[src/rtl/core/fwth_pkg.sv]
// ----------------------------------------------------------------------------
// fwth_pkg
// Shared types and constants for the FNV-1a word template hash unit.
// ----------------------------------------------------------------------------
package fwth_pkg;

    localparam int HASH_W     = 64;
    localparam int CAT_W      = 32;
    localparam int LEVEL_W    = 3;
    localparam int CNT_W      = 4;
    localparam int BYTE_IDX_W = 3;
    localparam int S_DATA_W   = 104;
    localparam int M_DATA_W   = 128;

    // Offset basis and prime: prime = 2^40 + 0x1B3
    localparam logic [HASH_W-1:0] FNV_BASIS      = 64'hCBF29CE484222325;
    localparam logic [8:0]        FNV_PRIME_LO   = 9'h1B3;
    localparam int                FNV_PRIME_SHFT = 40;

    localparam logic [CNT_W-1:0] FULL_BYTES = 4'd8;
    localparam logic [CNT_W-1:0] WORD_BYTES = 4'd4;

    typedef enum logic [2:0] {
        ST_IDLE,
        ST_CHUNK,
        ST_BYTE,
        ST_LEVEL,
        ST_CAT,
        ST_FIN
    } state_t;

    typedef enum logic [2:0] {
        OP_WORD64,
        OP_WORD32,
        OP_BYTE,
        OP_LEVEL,
        OP_CAT
    } opnd_sel_t;

    typedef struct packed {
        logic                  ready;
        logic                  fold_en;
        opnd_sel_t             opnd_sel;
        logic [BYTE_IDX_W-1:0] byte_idx;
        logic                  save_str;
        logic                  load_out;
        logic                  clear_hash;
    } ctrl_t;

endpackage

[src/rtl/core/fwth_fold_unit.sv]
// ----------------------------------------------------------------------------
// fwth_fold_unit
// Shared fold step: XOR an operand into the hash, multiply by the FNV prime.
// ----------------------------------------------------------------------------
module fwth_fold_unit (
    input  logic [fwth_pkg::HASH_W-1:0] hash_in,
    input  logic [fwth_pkg::HASH_W-1:0] opnd,
    output logic [fwth_pkg::HASH_W-1:0] hash_out
);
    import fwth_pkg::*;

    logic [HASH_W-1:0] mixed;
    logic [HASH_W-1:0] lo_prod;
    logic [HASH_W-1:0] hi_part;

    // Split the prime into a shift term and a narrow constant product
    assign mixed    = hash_in ^ opnd;
    assign lo_prod  = mixed * {{(HASH_W-9){1'b0}}, FNV_PRIME_LO};
    assign hi_part  = mixed << FNV_PRIME_SHFT;
    assign hash_out = hi_part + lo_prod;

endmodule

[src/rtl/core/fwth_ctrl.sv]
// ----------------------------------------------------------------------------
// fwth_ctrl
// Sequencer that steps the shared fold unit through one chunk and the tail.
// ----------------------------------------------------------------------------
module fwth_ctrl (
    input  logic                       aclk,
    input  logic                       aresetn,
    input  logic                       in_accept,
    input  logic [fwth_pkg::CNT_W-1:0] nbytes,
    input  logic                       is_last,
    input  logic                       out_free,
    output fwth_pkg::ctrl_t            ctrl
);
    import fwth_pkg::*;

    state_t           state_reg, state_next;
    logic [CNT_W-1:0] pos_reg, pos_next;

    // State and byte position registers
    always_ff @(posedge aclk) begin
        if (!aresetn) begin
            state_reg <= ST_IDLE;
            pos_reg   <= '0;
        end else begin
            state_reg <= state_next;
            pos_reg   <= pos_next;
        end
    end

    // Next state and fold unit control
    always_comb begin
        state_next      = state_reg;
        pos_next        = pos_reg;
        ctrl            = '0;
        ctrl.opnd_sel   = OP_WORD64;
        ctrl.byte_idx   = pos_reg[BYTE_IDX_W-1:0];
        case (state_reg)
            ST_IDLE: begin
                ctrl.ready = 1'b1;
                if (in_accept) begin
                    state_next = ST_CHUNK;
                end
            end
            ST_CHUNK: begin
                // fold a full word, or the low 32-bit word of a tail
                if (nbytes >= FULL_BYTES) begin
                    ctrl.fold_en  = 1'b1;
                    ctrl.opnd_sel = OP_WORD64;
                    pos_next      = FULL_BYTES;
                end else if (nbytes >= WORD_BYTES) begin
                    ctrl.fold_en  = 1'b1;
                    ctrl.opnd_sel = OP_WORD32;
                    pos_next      = WORD_BYTES;
                end else begin
                    pos_next      = '0;
                end
                state_next = ST_BYTE;
            end
            ST_BYTE: begin
                // fold remaining bytes one at a time
                if (pos_reg < nbytes) begin
                    ctrl.fold_en  = 1'b1;
                    ctrl.opnd_sel = OP_BYTE;
                    pos_next      = pos_reg + 1'b1;
                end else if (is_last) begin
                    state_next = ST_LEVEL;
                end else begin
                    state_next = ST_IDLE;
                end
            end
            ST_LEVEL: begin
                ctrl.save_str = 1'b1;
                ctrl.fold_en  = 1'b1;
                ctrl.opnd_sel = OP_LEVEL;
                state_next    = ST_CAT;
            end
            ST_CAT: begin
                ctrl.fold_en  = 1'b1;
                ctrl.opnd_sel = OP_CAT;
                state_next    = ST_FIN;
            end
            ST_FIN: begin
                // hand off once the output register is free
                if (out_free) begin
                    ctrl.load_out   = 1'b1;
                    ctrl.clear_hash = 1'b1;
                    state_next      = ST_IDLE;
                end
            end
            default: begin
                state_next = ST_IDLE;
            end
        endcase
    end

endmodule

[src/rtl/core/fnv1a_word_template_hash_unit.sv]
// ----------------------------------------------------------------------------
// fnv1a_word_template_hash_unit
// 64-bit FNV-1a style string and template hash over 64-bit chunks.
// ----------------------------------------------------------------------------
// Accepts a string as little-endian chunks of up to eight bytes and keeps a
// running 64-bit hash. One shared XOR-and-multiply fold unit does every step,
// one step per cycle, under a small sequencer; the input is not ready while a
// chunk is worked on. A full chunk is folded as one 64-bit word. A short chunk
// folds its low 32-bit word if it holds four bytes or more, then each single
// byte past that word (0 to 3, or up to 3 when fewer than four bytes). A last
// chunk then adds the level and category folds and the hand-off to the output
// register, which waits while that register stays stalled with an earlier
// result. The result sits in an output register, so the next string can start
// while it waits to be taken.
// ----------------------------------------------------------------------------
module fnv1a_word_template_hash_unit (
    input  logic                          aclk,
    input  logic                          aresetn,
    // chunk_data[63:0], chunk_bytes[67:64], log_severity[70:68],
    // category_index[102:71], zero pad [103]
    input  logic [fwth_pkg::S_DATA_W-1:0] s_tdata,
    input  logic                          s_tlast,
    input  logic                          s_tvalid,
    output logic                          s_tready,
    // string_hash[63:0], template_hash[127:64]
    output logic [fwth_pkg::M_DATA_W-1:0] m_tdata,
    output logic                          m_tvalid,
    input  logic                          m_tready
);
    import fwth_pkg::*;

    ctrl_t             ctrl;
    logic              in_accept;
    logic              out_free;
    logic [CNT_W-1:0]  raw_bytes;

    logic [HASH_W-1:0]  data_reg;
    logic [CNT_W-1:0]   nbytes_reg;
    logic               last_reg;
    logic [LEVEL_W-1:0] level_reg;
    logic [CAT_W-1:0]   cat_reg;

    logic [HASH_W-1:0] work_reg, work_next;
    logic [HASH_W-1:0] str_reg;
    logic [HASH_W-1:0] out_str_reg;
    logic [HASH_W-1:0] out_tmpl_reg;
    logic              m_valid_reg, m_valid_next;

    logic [HASH_W-1:0] opnd;
    logic [HASH_W-1:0] fold_out;

    assign in_accept = s_tvalid && s_tready;
    assign out_free  = !m_valid_reg || m_tready;
    assign s_tready  = ctrl.ready;
    assign raw_bytes = s_tdata[67:64];

    // Capture the chunk, saturating the byte count at eight
    always_ff @(posedge aclk) begin
        if (in_accept) begin
            data_reg   <= s_tdata[63:0];
            nbytes_reg <= (raw_bytes > FULL_BYTES) ? FULL_BYTES : raw_bytes;
            last_reg   <= s_tlast;
            level_reg  <= s_tdata[70:68];
            cat_reg    <= s_tdata[102:71];
        end
    end

    fwth_ctrl u_ctrl (
        .aclk      (aclk),
        .aresetn   (aresetn),
        .in_accept (in_accept),
        .nbytes    (nbytes_reg),
        .is_last   (last_reg),
        .out_free  (out_free),
        .ctrl      (ctrl)
    );

    // Select the operand for the shared fold unit
    always_comb begin
        case (ctrl.opnd_sel)
            OP_WORD64: opnd = data_reg;
            OP_WORD32: opnd = {32'd0, data_reg[31:0]};
            OP_BYTE:   opnd = {56'd0, data_reg[{ctrl.byte_idx, 3'b000} +: 8]};
            OP_LEVEL:  opnd = {{(HASH_W-LEVEL_W){1'b0}}, level_reg};
            OP_CAT:    opnd = {{(HASH_W-CAT_W){1'b0}}, cat_reg};
            default:   opnd = '0;
        endcase
    end

    fwth_fold_unit u_fold (
        .hash_in  (work_reg),
        .opnd     (opnd),
        .hash_out (fold_out)
    );

    // Advance the running hash; restart from the basis after each string
    always_comb begin
        work_next = work_reg;
        if (ctrl.clear_hash) begin
            work_next = FNV_BASIS;
        end else if (ctrl.fold_en) begin
            work_next = fold_out;
        end
    end

    always_ff @(posedge aclk) begin
        if (!aresetn) begin
            work_reg <= FNV_BASIS;
        end else begin
            work_reg <= work_next;
        end
    end

    // Hold the string hash before level and category go in
    always_ff @(posedge aclk) begin
        if (ctrl.save_str) begin
            str_reg <= work_reg;
        end
    end

    // Output register
    always_comb begin
        m_valid_next = m_valid_reg;
        if (ctrl.load_out) begin
            m_valid_next = 1'b1;
        end else if (m_tready) begin
            m_valid_next = 1'b0;
        end
    end

    always_ff @(posedge aclk) begin
        if (!aresetn) begin
            m_valid_reg <= 1'b0;
        end else begin
            m_valid_reg <= m_valid_next;
        end
    end

    always_ff @(posedge aclk) begin
        if (ctrl.load_out) begin
            out_str_reg  <= str_reg;
            out_tmpl_reg <= work_reg;
        end
    end

    assign m_tvalid = m_valid_reg;
    assign m_tdata  = {out_tmpl_reg, out_str_reg};

endmodule

[config.mk]
export PLATFORM = sky130hd
export DESIGN_NAME = fnv1a_word_template_hash_unit
export DESIGN_NICKNAME = d
export VERILOG_FILES = /design/src/rtl/core/fwth_pkg.sv /design/src/rtl/core/fwth_fold_unit.sv /design/src/rtl/core/fwth_ctrl.sv /design/src/rtl/core/fnv1a_word_template_hash_unit.sv
export SDC_FILE = /design/constraint.sdc
export NUM_CORES = 1
export LEC_CHECK = 0
export ABC_AREA = 1
export BUFFER_PORTS_ARGS = -buffer_cell sky130_fd_sc_hd__buf_2
export CORE_MARGIN = 2
export CORE_UTILIZATION = 30
export CTS_CLUSTER_DIAMETER = 60
export DETAILED_ROUTE_END_ITERATION = 12
export PLACE_DENSITY = 0.45
export SYNTH_ARGS = -nofsm -noshare
export SYNTH_HDL_FRONTEND = slang
export SYNTH_SLANG_ARGS = --single-unit
export TNS_END_PERCENT = 10
[constraint.sdc]
create_clock -name aclk -period 15.55 [get_ports aclk]
set_input_delay 1.555 -clock aclk [delete_from_list [all_inputs] [get_ports aclk]]
set_output_delay 1.555 -clock aclk [all_outputs]
set_load 0.005 [all_outputs]
==> impl_metrics.env, run 1 <==
export IMPL_post_cts_buffers=0
export IMPL_setup_violations=0
export IMPL_die_w_um=298
export IMPL_syn2layout_area_growth_pct=16.1
export IMPL_clk_path_buf_depth=3
export IMPL_critPathKind="reg2reg"
export IMPL_post_drt_wl_per_cell_um=21.5
export IMPL_synth_top_area_cell="edfxtp_1"
export IMPL_cts_tree="yes"
export IMPL_syn_nets=3101
export IMPL_syn_area_mm2=0.0259
export IMPL_path_delay_family="adder cells"
export IMPL_async_flop_share_pct=0
export IMPL_globalRoute_totalOverflow=0
export IMPL_finClkSkew_ns=0.0291
export IMPL_drive_gt1_share_pct=13.5
export IMPL_clk_pin_slew_worst_paths_ns=0.06
export IMPL_post_route_min_period_ns=8.43
export IMPL_seq_area_frac_synth_pct=40.0
export IMPL_first_global_vias=19686
export IMPL_outcome="finished clean"
export IMPL_synth_warnings=0
export IMPL_tns_ns=0
export IMPL_vias=18511
export IMPL_cp_start_kind="register"
export IMPL_grt_max_degree=130
export IMPL_min_path_type="reg2reg"
export IMPL_track_usage_pct=19.6
export IMPL_row_count=107
export IMPL_tightest_slew_ns=0.959
export IMPL_antenna_found_initial=2
export IMPL_max_slew_margin_rel_pct=35.4
export IMPL_cp_buffers_inverters=8
export IMPL_die_y_um=298
export IMPL_synth_ff_type="edfxtp_1"
export IMPL_synth_top_area_share_pct=34.4
export IMPL_clock_latency_ns=0.62
export IMPL_post_cts_resized=0
export IMPL_start_util_pct=30.3
export IMPL_grt_pass1_wl_um=128000
export IMPL_clockRootBuffer="clkbuf_16"
export IMPL_synth_avg_cell_area_um2=10.0
export IMPL_fin_crit_sh_pct=54.2
export IMPL_drt_total_wl_um=86600
export IMPL_netlist_cell_type_count=55
export IMPL_drcViolationCount=0
export IMPL_synth_common_cells="528 x inv_1, 367 x nand2_1, 296 x edfxtp_1"
export IMPL_rsz0062_at_grt="false"
export IMPL_pin_count=239
export IMPL_postSynthCellCount=2575
export IMPL_cp_slowest_cell="xor2_1"
export IMPL_max_stage_delay_ns=0.64
export IMPL_portBuffers=237
export IMPL_die_area_mm2=0.0885
export IMPL_drv_cap=0
export IMPL_crit_arrival_ns=8.99
export IMPL_cp_required_ns=16.11
export IMPL_synthTopCellsByArea="edfxtp_1 34%, fa_1 17%, ha_1 9.2%"
export IMPL_drtIter0Drc=1275
export IMPL_finish_instance_area_mm2=0.0300
export IMPL_fmax_mhz=119
export IMPL_slew_violations=0
export IMPL_yosysMostFrequentCell="inv_1"
export IMPL_synth_seq_cells=368
export IMPL_cts_htree_levels=2
export IMPL_core_area_mm2=0.0853
export IMPL_clock_sinks=368
export IMPL_hold_buffers=0
export IMPL_cts_buffers=48
export IMPL_placed_area_mm2=0.0284
export IMPL_synth_edf_count=296
export IMPL_critPathCaptureType="register"
export IMPL_dr_pass1_iters=5
export IMPL_hpwl_um=71900
export IMPL_antenna_left=0
export IMPL_cp_common_cell="nand2_1"
export IMPL_vias_per_cell=4.60
export IMPL_cp_max_fo=40
export IMPL_layout_nets=3361
export IMPL_hold_violations=0
export IMPL_globalplace_congestion=0.912
-- per-layer routing --
metal  up-vias  track usage [%]  share of wire [%]
li1       8871                -                  -
met1      9026             27.8                 48
met2       509             31.1                 44
met3       105             2.99                5.0
met4         0             5.11                2.5
met5         -                0                  0
-- path summary, 6_finish.rpt --
path / endpoint / startpoint / cells past startpoint / slack (ns)
max: work_reg[23] / u_ctrl.pos_reg[0] / 35 / 7.12
max reg2reg: work_reg[23] / u_ctrl.pos_reg[0] / 35 / 7.12
min: out_str_reg[58] / str_reg[58] / 0 / 0.42
min reg2reg: out_str_reg[58] / str_reg[58] / 0 / 0.42
-- through the flow --
stage / hold WS [ns] / util, % / setup WS [ns] / cells
CTS: 0.418 / 35.2 / 7.19 / 4019
global placement: 0.401 / 33.3 / 7.29 / 3929
floorplan: 0.400 / - / 5.21 / 2575
detailed placement: 0.405 / 33.3 / 7.23 / 3929
global route: 0.421 / 35.2 / 6.76 / 4019
finish: 0.417 / 35.2 / 7.12 / 4020
-- layout make-up --
| cell class | instances | area (µm²) |
|---|---|---|
| multi-input combinational | 1626 | 13300 |
| inverter | 541 | 2030 |
| sequential | 368 | 10300 |
| clock buffer | 62 | 1300 |
| antenna | 1 | 2.50 |
| fill | 8737 | 55300 |
| tap | 1144 | 1430 |
| clock inverter | 28 | 283 |
| timing repair buffer | 250 | 1300 |
-- placed cells by master (no fill, tap or decap), drive strengths merged, types with 2 or more instances in the layout --
cell type  count
o311ai         3
a31o           4
nand4         12
a21oi        111
a221oi         2
nor4           8
a21boi         4
or2           10
dfxtp         72
edfxtp       296
o21a           3
clkinv        15
o21bai        31
buf          250
o2111ai        2
a21o          23
nand2        376
nor2         159
o21ai        129
a211oi         3
clkinvlp       3
xnor2         41
a31oi         10
inv          549
nor3          15
ha           191
bufinv         2
fa           226
a22o          16
o211ai        16
o221ai         2
xor2          86
nand3        139
clkbuf        62
-- logic make-up (layout without fill, tap and decap cells) --
group	Yosys count	after routing	synth area share, %
AOI/OAI and AO/OA	362	362	8.39
DFF	368	368	40.0
buffers and inverters	581	881	8.61
adders and majority gates	417	417	26.7
and+or+nand+nor	720	720	11.9
xor gates and xnor gates	127	127	4.39
other	0	1	0
Power of run 1 is not shown: default switching activity piles up to over one toggle a cycle in this logic, so the estimate is an artifact.
==> run 2, diff against run 1 <==
==> constraint.sdc (replaced) <==
create_clock -name aclk -period 6.9 [get_ports aclk]
set_input_delay 0.69 -clock aclk [delete_from_list [all_inputs] [get_ports aclk]]
set_output_delay 0.69 -clock aclk [all_outputs]
set_load 0.005 [all_outputs]
==> impl_metrics.env, run 2 (synthesis gave the netlist of run 1 again) <==
export IMPL_post_route_min_period_ns=6.56
export IMPL_clock_sinks=368
export IMPL_critPathLaunch="nbytes_reg[3]"
export IMPL_pin_count=239
export IMPL_vias_per_cell=4.54
export IMPL_max_slew_margin_rel_pct=35.9
export IMPL_portBuffers=237
export IMPL_max_stage_delay_ns=0.52
export IMPL_cts_buffers=47
export IMPL_final_cells=4152
export IMPL_drv_cap=0
export IMPL_cts_tree="yes"
export IMPL_die_w_um=298
export IMPL_r2r_start="nbytes_reg[3]"
export IMPL_register_area_mm2=0.0103
export IMPL_die_area_mm2=0.0885
export IMPL_placed_area_mm2=0.0295
export IMPL_clk_path_buf_depth=3
export IMPL_min_path_type="in2reg"
export IMPL_slew_violations=0
export IMPL_worst_r2r_cell_count=33
export IMPL_worstHoldPathCells=1
export IMPL_hold_violations=0
export IMPL_cp_common_cell="inv_1"
export IMPL_finClkSkew_ns=0.0374
export IMPL_row_count=107
export IMPL_fin_hold_ws_ns=0.258
export IMPL_critPathCaptureType="register"
export IMPL_cp_max_fo=16
export IMPL_fill_cells=8732
export IMPL_core_area_mm2=0.0853
export IMPL_drt_total_wl_um=87800
export IMPL_first_global_vias=20110
export IMPL_crit_arrival_ns=7.08
export IMPL_grt_pass1_wl_um=130000
export IMPL_vias=18865
export IMPL_setup_violations=0
export IMPL_diodes=0
export IMPL_rsz0062_at_grt="true"
export IMPL_worstHoldStart="s_tdata[19]"
export IMPL_fmax_mhz=152
export IMPL_critPathKind="reg2reg"
export IMPL_clock_latency_ns=0.62
export IMPL_drtIter0Drc=1195
export IMPL_r2r_slack_ns=0.34
export IMPL_start_util_pct=30.3
export IMPL_cp_start_kind="register"
export IMPL_post_cts_buffers=0
export IMPL_post_place_cells=4064
export IMPL_layout_common_cells="528 x inv_1, 366 x nand2_1, 296 x edfxtp_1"
export IMPL_outcome="finished clean"
export IMPL_grt_max_degree=130
export IMPL_die_y_um=298
export IMPL_cp_required_ns=7.42
export IMPL_cts_htree_levels=2
export IMPL_layout_commonest_cell="inv_1"
export IMPL_antenna_left=0
export IMPL_dr_pass1_iters=6
export IMPL_cp_slowest_cell="fa_1"
export IMPL_antenna_found_initial=3
export IMPL_drive_gt1_share_pct=17.4
export IMPL_fin_crit_sh_pct=95.1
export IMPL_multi_input_area_mm2=0.0134
export IMPL_syn2layout_area_growth_pct=20.2
export IMPL_clk_pin_slew_worst_paths_ns=0.06
export IMPL_clockRootBuffer="clkbuf_16"
export IMPL_tightest_slew_ns=0.962
export IMPL_globalRoute_totalOverflow=0
export IMPL_layout_nets=3495
export IMPL_finish_instance_area_mm2=0.0311
export IMPL_hpwl_um=74000
export IMPL_track_usage_pct=19.8
export IMPL_drcViolationCount=0
export IMPL_globalplace_congestion=0.931
export IMPL_post_drt_wl_per_cell_um=21.2
## run 2: cell types whose count changed in the layout (fill, tap and decap cells not counted), moves of 2 or more
cell and change:
clkbuf_8 -5, xor2_1 -3, buf_12 +3, clkinv_1 +3, o21ai_0 -4, xor2_2 +3
buf_4 +132, a21oi_2 +2, clkbuf_1 +2, clkinv_4 -2, a21oi_1 -2, o21ai_1 +4
## run 2: area by class of cell
class	count	area share, %
flip-flops and latches	368	33.2
well taps	1144	4.61
repair buffers	385	7.55
multi-input cells	1626	43.2
inverters	541	6.55
clock inverters	30	0.966
clock buffers	58	3.92
## run 2: metal layers
| metal | wire (µm) | GRT usage, % | up-vias |
|---|---|---|---|
| met5 | 0 | 0 | - |
| met1 | 41900 | 28.0 | 9151 |
| li1 | - | - | 9172 |
| met2 | 39400 | 31.7 | 456 |
| met3 | 4320 | 3.06 | 86 |
| met4 | 2240 | 5.09 | 0 |
## run 2: stage by stage
step | utilization, % | setup slack [ns] | setup TNS, ns
2_1_floorplan | - | 0.452 | 0
3_3_place_gp | 34.6 | 0.147 | 0
3_5_place_dp | 34.6 | 0.212 | 0
4_1_cts | 36.3 | 0.211 | 0
5_1_grt | 36.4 | -0.00519 | -0.00519
6_report | 36.4 | 0.340 | 0
## run 2: timing repair
action	4_1_cts	5_1_grt
endpoints found under the setup margin	0	15
hold buffers	0	0
gates resized for setup	0	17
## run 2: final timing paths
path	end
max reg2reg	work_reg[60]
min	data_reg[19]
min reg2reg	out_str_reg[44]
max	work_reg[60]
## run 2: critical path: cells and delay by family (launching register included)
family,cells,cell delay [ns]
adders and majority gates,7,2.87
and+or+nand+nor,14,1.75
buffers and inverters,10,1.00
DFF,1,0.38
AOI/OAI and AO/OA,1,0.29
xor gates and xnor gates,1,0.18
Power of run 2 is left out for the same reason.
